==> config.mk <==
export PLATFORM = sky130hd
export DESIGN_NAME = scancode_to_ascii_fifo
export DESIGN_NICKNAME = d
export VERILOG_FILES = /design/src/rtl/sc2a_pkg.sv /design/src/rtl/sc2a_decoder.sv /design/src/rtl/sc2a_fifo.sv /design/src/rtl/scancode_to_ascii_fifo.sv
export SDC_FILE = /design/constraint.sdc
export NUM_CORES = 1
export LEC_CHECK = 0
export ABC_AREA = 1
export BUFFER_PORTS_ARGS = -buffer_cell sky130_fd_sc_hd__buf_2
export CORE_MARGIN = 1.5
export CORE_UTILIZATION = 40
export DETAILED_ROUTE_END_ITERATION = 8
export MAX_ROUTING_LAYER = met4
export PLACE_DENSITY_LB_ADDON = 0.3
export SYNTH_ARGS = -nofsm -noshare
export SYNTH_HDL_FRONTEND = slang
export SYNTH_SLANG_ARGS = --single-unit
==> constraint.sdc <==
create_clock -name clk -period 17.9 [get_ports clk]
set_clock_uncertainty 0.1 [all_clocks]
set_input_delay 1.79 -clock clk [delete_from_list [all_inputs] [get_ports clk]]
set_output_delay 1.79 -clock clk [all_outputs]
set_load 0.1 [all_outputs]
==> src/rtl/sc2a_pkg.sv <==
// Shared types, scancode constants and key tables for the scancode-to-ASCII block.
// No dependencies; imported by every module of the block.
package sc2a_pkg;

  localparam int SC2A_BUFFER_DEPTH = 128;

  // Item kinds on the input channel (carried in tuser)
  typedef enum logic {
    KIND_SCAN = 1'b0,
    KIND_READ = 1'b1
  } sc2a_kind_t;

  // Set-1 shift make/break codes
  localparam logic [7:0] SC_LSHIFT_MAKE  = 8'h2A;
  localparam logic [7:0] SC_RSHIFT_MAKE  = 8'h36;
  localparam logic [7:0] SC_LSHIFT_BREAK = 8'hAA;
  localparam logic [7:0] SC_RSHIFT_BREAK = 8'hB6;

  // Character push request from the decoder to the FIFO
  typedef struct packed {
    logic       valid;
    logic [6:0] ch;
  } sc2a_push_t;

  // Key tables, indexed by make code 0x00..0x3F; entries past 0x39 map to nothing.
  localparam logic [6:0] PLAIN_MAP [64] = '{
    7'h00, 7'h1B, 7'h31, 7'h32, 7'h33, 7'h34, 7'h35, 7'h36,
    7'h37, 7'h38, 7'h39, 7'h30, 7'h2D, 7'h3D, 7'h08, 7'h09,
    7'h71, 7'h77, 7'h65, 7'h72, 7'h74, 7'h79, 7'h75, 7'h69,
    7'h6F, 7'h70, 7'h5B, 7'h5D, 7'h0A, 7'h00, 7'h61, 7'h73,
    7'h64, 7'h66, 7'h67, 7'h68, 7'h6A, 7'h6B, 7'h6C, 7'h3B,
    7'h27, 7'h60, 7'h00, 7'h5C, 7'h7A, 7'h78, 7'h63, 7'h76,
    7'h62, 7'h6E, 7'h6D, 7'h2C, 7'h2E, 7'h2F, 7'h00, 7'h2A,
    7'h00, 7'h20, 7'h00, 7'h00, 7'h00, 7'h00, 7'h00, 7'h00
  };

  localparam logic [6:0] SHIFTED_MAP [64] = '{
    7'h00, 7'h1B, 7'h21, 7'h22, 7'h23, 7'h24, 7'h25, 7'h26,
    7'h2F, 7'h28, 7'h29, 7'h3D, 7'h3F, 7'h5E, 7'h08, 7'h09,
    7'h51, 7'h57, 7'h45, 7'h52, 7'h54, 7'h59, 7'h55, 7'h49,
    7'h4F, 7'h50, 7'h7B, 7'h7D, 7'h0A, 7'h00, 7'h41, 7'h53,
    7'h44, 7'h46, 7'h47, 7'h48, 7'h4A, 7'h4B, 7'h4C, 7'h2B,
    7'h2A, 7'h7E, 7'h00, 7'h3E, 7'h5A, 7'h58, 7'h43, 7'h56,
    7'h42, 7'h4E, 7'h4D, 7'h3B, 7'h3A, 7'h5F, 7'h00, 7'h2A,
    7'h00, 7'h20, 7'h00, 7'h00, 7'h00, 7'h00, 7'h00, 7'h00
  };

endpackage

==> src/rtl/sc2a_decoder.sv <==
// Scancode decoder: shift tracking, key-down map and table lookup.
// Depends on sc2a_pkg; drives a push request into sc2a_fifo.
module sc2a_decoder
  import sc2a_pkg::*;
(
  input  logic       clk,
  input  logic       rst_n,
  input  logic       scan_en,
  input  logic [7:0] scancode,
  output sc2a_push_t push
);

  logic         shift_r;
  logic         shift_nxt;
  logic [127:0] down_r;
  logic         is_shift_make;
  logic         is_shift_break;
  logic         is_break;
  logic         is_new_make;
  logic [6:0]   key;
  logic [6:0]   ch;

  assign key            = scancode[6:0];
  assign is_shift_make  = (scancode == SC_LSHIFT_MAKE) || (scancode == SC_RSHIFT_MAKE);
  assign is_shift_break = (scancode == SC_LSHIFT_BREAK) || (scancode == SC_RSHIFT_BREAK);
  assign is_break       = scancode[7] && !is_shift_break;
  // make of a key not already held; a held key's repeats are ignored
  assign is_new_make    = !scancode[7] && !is_shift_make && !down_r[key];

  always_comb begin
    shift_nxt = shift_r;
    if (scan_en && is_shift_make) begin
      shift_nxt = 1'b1;
    end else if (scan_en && is_shift_break) begin
      shift_nxt = 1'b0;
    end
  end

  // codes 0x40..0x7F are off the table
  always_comb begin
    if (key[6]) begin
      ch = 7'h00;
    end else if (shift_r) begin
      ch = SHIFTED_MAP[key[5:0]];
    end else begin
      ch = PLAIN_MAP[key[5:0]];
    end
  end

  assign push.valid = scan_en && is_new_make && (ch != 7'h00);
  assign push.ch    = ch;

  always_ff @(posedge clk) begin
    if (!rst_n) begin
      shift_r <= 1'b0;
      down_r  <= '0;
    end else begin
      shift_r <= shift_nxt;
      if (scan_en && is_break) begin
        down_r[key] <= 1'b0;
      end else if (scan_en && is_new_make) begin
        down_r[key] <= 1'b1;
      end
    end
  end

endmodule

==> src/rtl/sc2a_fifo.sv <==
// Character FIFO: circular buffer memory with read/write pointers and fill count.
// Depends on sc2a_pkg; fed by sc2a_decoder, popped by the top level.
module sc2a_fifo
  import sc2a_pkg::*;
#(
  parameter int BUFFER_DEPTH = SC2A_BUFFER_DEPTH
) (
  input  logic       clk,
  input  logic       rst_n,
  input  sc2a_push_t push,
  input  logic       pop_req,
  output logic       pop_ok,
  output logic [6:0] rd_data_r
);

  localparam int PTR_W = $clog2(BUFFER_DEPTH);
  localparam int CNT_W = $clog2(BUFFER_DEPTH + 1);
  localparam logic [PTR_W-1:0] PTR_LAST = PTR_W'(BUFFER_DEPTH - 1);
  localparam logic [CNT_W-1:0] CNT_FULL = CNT_W'(BUFFER_DEPTH);

  logic [6:0]       mem [BUFFER_DEPTH];
  logic [PTR_W-1:0] wr_ptr_r;
  logic [PTR_W-1:0] rd_ptr_r;
  logic [CNT_W-1:0] cnt_r;
  logic             push_ok;

  // full buffer drops the character
  assign push_ok = push.valid && (cnt_r != CNT_FULL);
  assign pop_ok  = pop_req && (cnt_r != '0);

  always_ff @(posedge clk) begin
    if (!rst_n) begin
      wr_ptr_r <= '0;
      rd_ptr_r <= '0;
      cnt_r    <= '0;
    end else begin
      if (push_ok) begin
        wr_ptr_r <= (wr_ptr_r == PTR_LAST) ? '0 : wr_ptr_r + 1'b1;
      end
      if (pop_ok) begin
        rd_ptr_r <= (rd_ptr_r == PTR_LAST) ? '0 : rd_ptr_r + 1'b1;
      end
      if (push_ok && !pop_ok) begin
        cnt_r <= cnt_r + 1'b1;
      end else if (pop_ok && !push_ok) begin
        cnt_r <= cnt_r - 1'b1;
      end
    end
  end

  always_ff @(posedge clk) begin
    if (push_ok) begin
      mem[wr_ptr_r] <= push.ch;
    end
    if (pop_ok) begin
      rd_data_r <= mem[rd_ptr_r];
    end
  end

endmodule

==> src/rtl/scancode_to_ascii_fifo.sv <==
// Top level of the PS/2 set-1 scancode to ASCII decoder with character FIFO.
// Depends on sc2a_pkg, sc2a_decoder and sc2a_fifo.
//
//  channel  | direction | tdata                 | tuser
//  ---------+-----------+-----------------------+--------------------------
//  in_*     | slave     | [7:0] scancode        | [0] kind (0 scan, 1 read)
//  out_*    | master    | [6:0] ascii_char, [7]0| [0] char_valid
//
// One transaction per cycle in steady state, unless a read is held back by a
// stalled output. An accepted transaction is held in the input register;
// decode, table lookup and the FIFO update happen as it leaves. A read's result
// is registered in the output register as the read leaves, so out_tvalid rises
// only once the read has passed through the input and output registers.
// Scancode transactions return nothing and keep flowing while a result is
// stalled; a read waits in the input register only while out_tvalid is held.
// Reset clears shift state, the key-down map, FIFO pointers and both valids;
// the FIFO memory itself is not cleared.
module scancode_to_ascii_fifo
  import sc2a_pkg::*;
#(
  parameter int BUFFER_DEPTH = SC2A_BUFFER_DEPTH
) (
  input  logic       clk,
  input  logic       rst_n,
  input  logic       in_tvalid,
  output logic       in_tready,
  input  logic [7:0] in_tdata,   // [7:0] scancode
  input  logic [0:0] in_tuser,   // [0] kind
  output logic       out_tvalid,
  input  logic       out_tready,
  output logic [7:0] out_tdata,  // [6:0] ascii_char, [7] zero
  output logic [0:0] out_tuser   // [0] char_valid
);

  // input register
  logic       in_valid_r;
  sc2a_kind_t in_kind_r;
  logic [7:0] in_code_r;

  // output register
  logic       out_valid_r;
  logic       char_valid_r;

  logic       advance;
  logic       scan_en;
  logic       pop_req;
  logic       pop_ok;
  logic [6:0] rd_data;
  sc2a_push_t push;

  // a read may leave only when the output slot is free or freeing now
  assign advance   = in_valid_r &&
                     ((in_kind_r == KIND_SCAN) || !out_valid_r || out_tready);
  assign in_tready = !in_valid_r || advance;
  assign scan_en   = advance && (in_kind_r == KIND_SCAN);
  assign pop_req   = advance && (in_kind_r == KIND_READ);

  sc2a_decoder u_decoder (
    .clk      (clk),
    .rst_n    (rst_n),
    .scan_en  (scan_en),
    .scancode (in_code_r),
    .push     (push)
  );

  sc2a_fifo #(
    .BUFFER_DEPTH (BUFFER_DEPTH)
  ) u_fifo (
    .clk       (clk),
    .rst_n     (rst_n),
    .push      (push),
    .pop_req   (pop_req),
    .pop_ok    (pop_ok),
    .rd_data_r (rd_data)
  );

  always_ff @(posedge clk) begin
    if (!rst_n) begin
      in_valid_r  <= 1'b0;
      out_valid_r <= 1'b0;
    end else begin
      if (in_tready) begin
        in_valid_r <= in_tvalid;
      end
      if (pop_req) begin
        out_valid_r <= 1'b1;
      end else if (out_tready) begin
        out_valid_r <= 1'b0;
      end
    end
  end

  // payload registers
  always_ff @(posedge clk) begin
    if (in_tvalid && in_tready) begin
      in_kind_r <= sc2a_kind_t'(in_tuser[0]);
      in_code_r <= in_tdata;
    end
    if (pop_req) begin
      char_valid_r <= pop_ok;
    end
  end

  // read data register holds across stalls; empty reads show zero
  assign out_tvalid = out_valid_r;
  assign out_tdata  = {1'b0, (char_valid_r ? rd_data : 7'h00)};
  assign out_tuser  = char_valid_r;

endmodule
---- Word level (Yosys, flattened, before mapping) ----
Memories as Yosys holds them, arrays and structs flattened. A register that Yosys moved wholly into a read port is not among the register bits.
Cells that the tools add are included.
cells by class
  multiplexer cells ....................... 23
  reduce and logical (&&, ||, !) cells .... 36
  magnitude comparators ................... 3
  add/subtract/negate cells ............... 4
  bitwise gates (word level) .............. 5
  equality and inequality tests ........... 7
operators by type and width
  kind                   count
  $mux W128              2
  $and A128 B128 Y128    1
  $not A128 Y128         1
  $or A128 B128 Y128     1
  $mux W7                9
  $logic_and A1 B1 Y1    17
  $eq A8 B6 Y1 const B   2
  $eq A8 B8 Y1 const B   2
  $mux W8                2
  $add A7 B1 Y7 const B  2
  $eq A7 B7 Y1 const B   2
  $add A8 B1 Y8 const B  1
  $logic_not A1 Y1       8
  $lt A7 B8 Y1 const B   1
  $mux W1                8
  $ne A8 B8 Y1 const B   1
  $reduce_bool A2 Y1     4
  $reduce_bool A8 Y1     1
  $sub A8 B1 Y8 const B  1
  $bmux W1 S7            1
  $demux W1 S7           1
  $ge A7 B1 Y1 const B   1
  $ge A7 B7 Y1 const B   1
  $not A6 Y7             1
  3 further kinds        7
word-level totals
  memories ................................ 3
  bits in writable memories ............... 896
  input port bits ......................... 13
  memory bits (read-only) ................. 896
  register bits ........................... 163
  output and inout bits ................... 11
  logic and storage cells ................. 91
memory list
  name             depth  bits a word  rd ports  clocked after memory_dff  write ports  RTL line            text
  u_fifo.mem       128    7            1         1                         1            sc2a_fifo.sv:21     logic [6:0] mem [BUFFER_DEPTH];
  (no name shown)  64     7            1         0                         0            sc2a_decoder.sv:44  ch = SHIFTED_MAP[key[5:0]];
  (no name shown)  64     7            1         0                         0            sc2a_decoder.sv:46  ch = PLAIN_MAP[key[5:0]];

---- Logic depth before layout (Yosys ltp) ----
Gate-level depths: netlist of run 1.
  word-level depth ........................ 13
  depth in mapped cells ................... 32
  gate-level depth less buffers ........... 29

---- Cells and area by module ----
From an unflattened synthesis of run 1, not the netlist that was laid out.
second synthesis, totals
  cell total of the unflattened synthesis .. 5378
  area, all modules ....................... 49317.3 um^2
by module, submodules not included
  module                  cells each  area an instance (um^2)  sequential area each (um^2)  times used
  sc2a_fifo               3825        39620.5                  27556.4                      1
  sc2a_decoder            1509        9216.3                   2582.5                       1
  scancode_to_ascii_fifo  44          480.5                    340.3                        1

---- Worst setup path after synthesis of run 1 ----
No wires, ideal clock.
  path kind ............................... flip-flop to flip-flop
  start point ............................. register in_code_r[1]
  end point ............................... register u_fifo.cnt_r[7]
  data required time ...................... 17730 ps
  arrival ................................. 6096 ps
  slack ................................... 11634 ps
  cell stages (with the launch flop) ...... 28
  path buffers ............................ 2
  path through ............................ edfxtp_1 buf_4 inv_2 buf_2 ha_1 nor2_1 nand2_1 nand2_1 nand2_1 o211ai_1 a21oi_2 nor2_1 nand2_2 nand3_4 inv_6 ha_1 inv_1 ha_1 a21oi_1 nand2_1 nand2_1 nand2_1 a21oi_1 o21ai_0 a21oi_1 xor2_1 nand2_1 a21oi_1
RTL lines
  what                    RTL line                      text
  from (decl)             scancode_to_ascii_fifo.sv:38  logic [7:0] in_code_r;
  from (signal assigned)  scancode_to_ascii_fifo.sv:97  in_code_r <= in_tdata;
  to (signal assigned)    sc2a_fifo.sv:44               cnt_r <= cnt_r + 1'b1;
  to (signal assigned)    sc2a_fifo.sv:46               cnt_r <= cnt_r - 1'b1;
  to (decl)               sc2a_fifo.sv:24               logic [CNT_W-1:0] cnt_r;

==> summary.md, run 1 <==
| Metric | Value |
|---|---|
| Synth Instances | 4,472 |
| DRC | 0 |
| Max rail drop VDD | slightly above 70 uV |
| Power Density | 105 nW/um^2 |
| Number of distinct library cells after synthesis | 46 |
| Wire length per cell | 21.3 um |
| CP most frequent cell | nand2_1 |
| Yosys warnings | 0 |
| Area occupied by multi-input gates | 13,800 um^2 |
| Most frequent cell after synthesis | edfxtp_1 |
| Mapped Nets | approximately 4,500 |
| FFs w/ async S/R, synth | 0% |
| Critical Path Start | in_code_r[1] |
| R2R Path Start | in_code_r[1] |
| Dpl hpwl | 69,700 um |
| H-tree levels | 3 |
| CTS Buf Count | between 100 and 150 |
| Post-DRT Antenna Nets | 0 |
| Final Max Slew Viols | 0 |
| Post-Syn Area per Cell | 10.3 um^2 |
| RSZ-0062 raised after global routing | false |
| Top-area cell type share of the netlist area | about three fifths |
| Port Buf Inserts | 22 |
| CTS Sinks | ~1,100 |
| Top delay family on crit path | simple AND/OR/NAND/NOR gates |
| Max-slew headroom | 22.1% |
| Clock root cell | clkbuf_16 |
| Post-synth EDFFs | 913 |
| TNS Setup | 0 ns |
| Routed vias/inst | 5.56 |
| CP Max Fanout | 51 |
| Worst min-delay path category | reg2reg |
| Vias in the first global route | approximately 30,000 |
| Endpoints failing setup | 0 |
| Ranking of synthesized cells by area | edfxtp_1 (59%), nor2_1 (6.8%), dfxtp_1 (6.6%) |
| Core outline area | roughly 110,000 um^2 |
| Max cap viols | 0 |
| Final wirelength | 127,000 um |
| Crit path kind | reg2reg |
| Slowest CP cell | buf_4 |
| Synth Flop Type | edfxtp_1 |
| Initial antenna violation count | 1 |
| CP Launch Type | register |
| Initial core utilization | 40.4% |
| Share of the yosys chip area belonging to registers | 66.0% |
| Worst setup EP type | register |
| Die H | 343 um |
| Largest net degree at the start of global routing | 208 |
| Pleak | 17.0 nW |
| CTS resizes | 0 |
| Overflow after GRT | 0 |
| Fillers | around 11,000 |
| Setup bufs post-CTS | 0 |
| Layout cells sized above 1 | 5.87% |
| Netlist Area Pre-Place | 46,100 um^2 |
| Worst Path Arrival | 6.37 ns |
| #FFs+latches synth | 1,066 |
| CP bufs+invs | 7 |
| FMAX | 0.170 GHz |
| Hold_buf cts | 0 |
| FF/Latch Area | slightly above 30,000 um^2 |
| Final core occ | 44.2% |
| Crit share post-route | 32.8% |
| Via Count | 33,026 |
| Syn-to-layout area delta | 9.56% |
| Final min period | roughly 5.9 ns |
| Slowest stage delay, CP | 0.47 ns |
| Slew @ Worst Pin | 1.16 ns |
| Gpl congestion | ~0.85 |
| IO Pins | 24 |
| WP data required | between 15 and 20 ns |
| First-pass GRT wire length | 192,000 um |
| Final hold violation count | 0 |
| Die area | 117,000 um^2 |
| Cell Rows | roughly 120 |
| Initial drt markers | approximately 3,800 |
| Commonest cells in the netlist | edfxtp_1 (913), nor2_1 (834), nand2_1 (776), o21ai_0 (486), nand3_1 (289) |
| CTS tree | built |
| Clock latency at the later pin of the worst-skew pair | 0.69 ns |
| Clock slew at reported path FFs | 0.06 ns |
| 1st-pass router iterations | 6 |
| Die span in x | 343 um |
| Clock tree buffer depth | 3 |
| Yosys top cell by area | edfxtp_1 |
| Nets | around 4,400 |
| GRT Total Usage | between 20% and 30% |
| Status | completed |
==> layout make-up <==
cell class | count | share of cell area [%]
sequential | 1066 | 60.3
multi-input combinational | 2949 | 27.3
clock buffer | 148 | 5.81
tap | 1512 | 3.74
inverter | 155 | 1.20
timing repair buffer | 62 | 0.886
clock inverter | 50 | 0.747
antenna | 1 | 0.00495
==> cell families after synthesis <==
| group | synth area share, % |
|---|---|
| XOR/XNOR | 0.247 |
| AND/OR/NAND/NOR | 17.6 |
| flip-flops | 66.0 |
| adder cells (fa/ha/maj) | 0.694 |
| other | 0.00813 |
| buffers and inverters | 4.16 |
| AO/OA/AOI/OAI | 11.2 |
==> report_power, final <==
group | switching, mW | internal [mW] | total (mW)
registers | 0.0149 | 2.73 | 2.74
logic | 0.322 | 0.0967 | 0.418
clock network | 0.952 | 1.20 | 2.15
total | 1.29 | 4.03 | 5.32
==> cell usage in the layout (no fill, tap or decap), types with 7 or more instances in the layout <==
cell       instances
nor2_1           833
o22ai_1          134
inv_2             10
a21oi_1          169
buf_2             22
dfxtp_1          150
nand2_1          773
inv_6              7
inv_1            137
nand4_1           35
xor2_1            12
nand2_4           10
edfxtp_1         913
clkinv_1          23
clkbuf_1          34
o21ai_0          486
clkbuf_16        110
ha_1              24
nor3_1            15
buf_4             36
clkinv_2          15
o211ai_1          40
nand3_1          289
o221ai_1          76
nor2_2            12
==> path summary, 6_finish.rpt <==
check / cells after the start / endpoint / slack (ns)
setup / recovery: 31 / u_fifo.cnt_r[7] / 12.03
setup reg to reg: 31 / u_fifo.cnt_r[7] / 12.03
hold / removal: 2 / register / 0.36
hold reg to reg: 2 / register / 0.36
==> stage by stage <==
| step | hold slack (ns) | instance area (um^2) | total power, mW | instances | setup slack (ns) |
|---|---|---|---|---|---|
| 2_1_floorplan | 0.335 | 46100 | 3.07 | 4472 | 11.63 |
| 3_3_place_gp | 0.343 | 47200 | 3.21 | 5743 | 12.12 |
| 4_1_cts | 0.359 | 50600 | 5.34 | 5941 | 12.03 |
| 3_5_place_dp | 0.350 | 47200 | 3.21 | 5743 | 12.09 |
| 6_report | 0.356 | 50600 | 5.32 | 5943 | 12.03 |
| 5_1_grt | 0.374 | 50600 | 5.48 | 5943 | 11.48 |
==> worst min-delay path, cell delays in order (launching register included) <==
cell,delay (ns)
dfxtp_1,0.31
nand2_1,0.06
a21oi_1,0.05
==> routing by layer <==
metal | global-route usage, % | up-vias | part of all wire (%)
li1 | - | 15490 | -
met2 | 33.6 | 1152 | 47
met5 | - | - | 0
met4 | 6.23 | 0 | 2.4
met1 | 30.3 | 16190 | 44
met3 | 2.71 | 194 | 6.6
Power figures use the tool's default switching activity.
==> run 2: changes to the inputs <==
Clock period 17.9 ns to 5.9 ns, I/O delays scaled along.
==> run 2 against run 1 <==
Via count rose by 1.1%. Sequential cell count did not move. Critical path depth fell by 5. Global-route usage rose by 0.25 points. Largest cell class unchanged. Sequential power rose to 3.0 times the previous value. Sequential share of layout area fell by 0.55 points. Worst setup slack got worse by 11 ns. Non-clock buffer count rose by 29. Highest routed layer unchanged. Critical endpoint unchanged.
==> summary.md, run 2 (same netlist as run 1, synthesis figures left out) <==
| Metric | Value |
|---|---|
| Cell Rows | 124 |
| Power Density | 323 nW/um^2 |
| CTS tree | built |
| Max cap viols | 0 |
| Status | completed |
| Core outline area | 114,000 um^2 |
| H-tree levels | 3 |
| Pleak | 17.3 nW |
| Final min period | 4.92 ns |
| Hold WS | 0.0474 ns |
| Dpl hpwl | approximately 72,000 um |
| Clock tree buffer depth | 3 |
| Overflow after GRT | 0 |
| Most common cell after layout, fill and taps aside | edfxtp_1 |
| Clock root cell | clkbuf_16 |
| DRC | 0 |
| CTS Sinks | 1,066 |
| WP data required | 6.44 ns |
| 1st-pass router iterations | 6 |
| FMAX | between 0.2 and 0.25 GHz |
| Non-Filler Instances | 5,974 |
| CP Max Fanout | 15 |
| Vias in the first global route | 31,300 |
| Final wirelength | 128,000 um |
| Initial antenna violation count | 1 |
| Final Max Slew Viols | 0 |
| Routed vias/inst | around 5.6 |
| Reg2reg path depth | 26 |
| Post-Place Cells | 5,767 |
| TNS Setup | 0 ns |
| Slew @ Worst Pin | 1.21 ns |
| Worst Path Arrival | 5.46 ns |
| Die span in x | 343 um |
| Initial drt markers | 3,439 |
| CTS Buf Count | 110 |
| Endpoints failing setup | 0 |
| Final hold violation count | 0 |
| Crit path kind | reg2reg |
| Wire length per cell | 21.4 um |
| CP Launch Type | register |
| Die area | about 120,000 um^2 |
| Post-DRT Antenna Nets | 0 |
| GRT Total Usage | 22.0% |
| Gpl congestion | 0.869 |
| Nets | 4,411 |
| Fillers | roughly 11,000 |
| Max rail drop VDD | 296 uV |
| Diodes inserted | 0 |
| Clock latency at the later pin of the worst-skew pair | 0.73 ns |
| Via Count | between 30,000 and 40,000 |
| Clock slew at reported path FFs | 0.06 ns |
| Syn-to-layout area delta | 10.6% |
| Commonest cells after routing, fill and taps aside | edfxtp_1 (913), nor2_1 (833), nand2_1 (772) |
| Crit share post-route | 83.4% |
| Worst min-delay path category | in2reg |
| Setup bufs post-CTS | 0 |
| Final core occ | ~45% |
| Max-slew headroom | 19.3% |
| First-pass GRT wire length | 194,000 um |
| Pre-CTS setup slack | 1.03 ns |
| Die H | 343 um |
| Layout cells sized above 1 | 6.50% |
| Port Buf Inserts | 22 |
| Initial core utilization | 40.4% |
| Largest net degree at the start of global routing | 200 |
| Worst setup EP type | register |
| WHS Path Cells | 1 |
| IO Pins | 24 |
| Fin worst setup slack | 0.980 ns |
| RSZ-0062 raised after global routing | false |
==> run 2: cell count changes in the layout (fill, tap and decap cells not counted), moves of 2 or more <==
cell / change
bufinv_16: +5
buf_12: +2
dlygate4sd3_1: +6
clkinvlp_4: +2
buf_4: +22
clkinv_16: +3
inv_6: -3
clkinv_1: +7
clkbuf_1: -10
==> run 2: final timing paths <==
path | endpoint | slack, ns | from
min | in_code_r[3] | 0.05 | in_tdata[3]
max | u_fifo.cnt_r[7] | 0.98 | in_code_r[3]
min reg2reg | register | 0.36 | register
max reg2reg | u_fifo.cnt_r[7] | 0.98 | in_code_r[3]
==> run 2: repair_timing <==
action | 4_1_cts | 5_1_grt
hold endpoints to repair | 6 | 0
hold buffers | 6 | 0
gates resized for setup | 0 | 0
==> run 2: layout make-up <==
cell class	instances	area (um^2)	area share [%]
repair buffers	91	706	1.38
clock buffers	137	2880	5.65
multi-input cells	2949	13800	27.1
well taps	1512	1890	3.71
flip-flops and latches	1066	30500	59.8
inverters	155	607	1.19
clock inverters	64	637	1.25
==> run 2: worst max-delay path, cell delays in order, from the launching register on <==
cell,delay [ns]
edfxtp_1,0.71
inv_2,0.26
nor2_2,0.58
nand2_1,0.11
nand3_1,0.10
nand2_1,0.06
nand3_1,0.07
nand2_1,0.05
nand3_1,0.17
nand2_1,0.08
nor2_1,0.14
nand2_2,0.17
nand3_4,0.19
inv_6,0.11
ha_1,0.22
inv_1,0.24
ha_1,0.34
a21oi_1,0.14
nand2_1,0.09
nand2_1,0.07
nand2_1,0.05
a21oi_1,0.20
o21ai_0,0.10
a21oi_1,0.16
xor2_1,0.16
nand2_1,0.06
a21oi_1,0.12
==> run 2: report_power, final <==
part           switching, mW  internal, mW  leakage, nW
registers             0.0373          8.27         9.57
clock network           2.98          3.87         1.70
logic                   1.00         0.307         6.01
total                   4.02          12.4         17.3
==> run 2: layer usage <==
layer  vias up  GRT usage, %  wire length, um
li1      15527             -                -
met3       209          2.94             8320
met4         0          6.25             3480
met5         -             -                0
met1     16454          29.3            54800
met2      1192          35.4            61300
==> run 2: per-stage QoR <==
step / instance area (um^2) / power, mW
6_report: 51000 / 16.5
5_1_grt: 51000 / 17.0
4_1_cts: 51000 / 16.6
3_5_place_dp: 47400 / 9.78
3_3_place_gp: 47400 / 9.76
2_1_floorplan: 46200 / 9.32
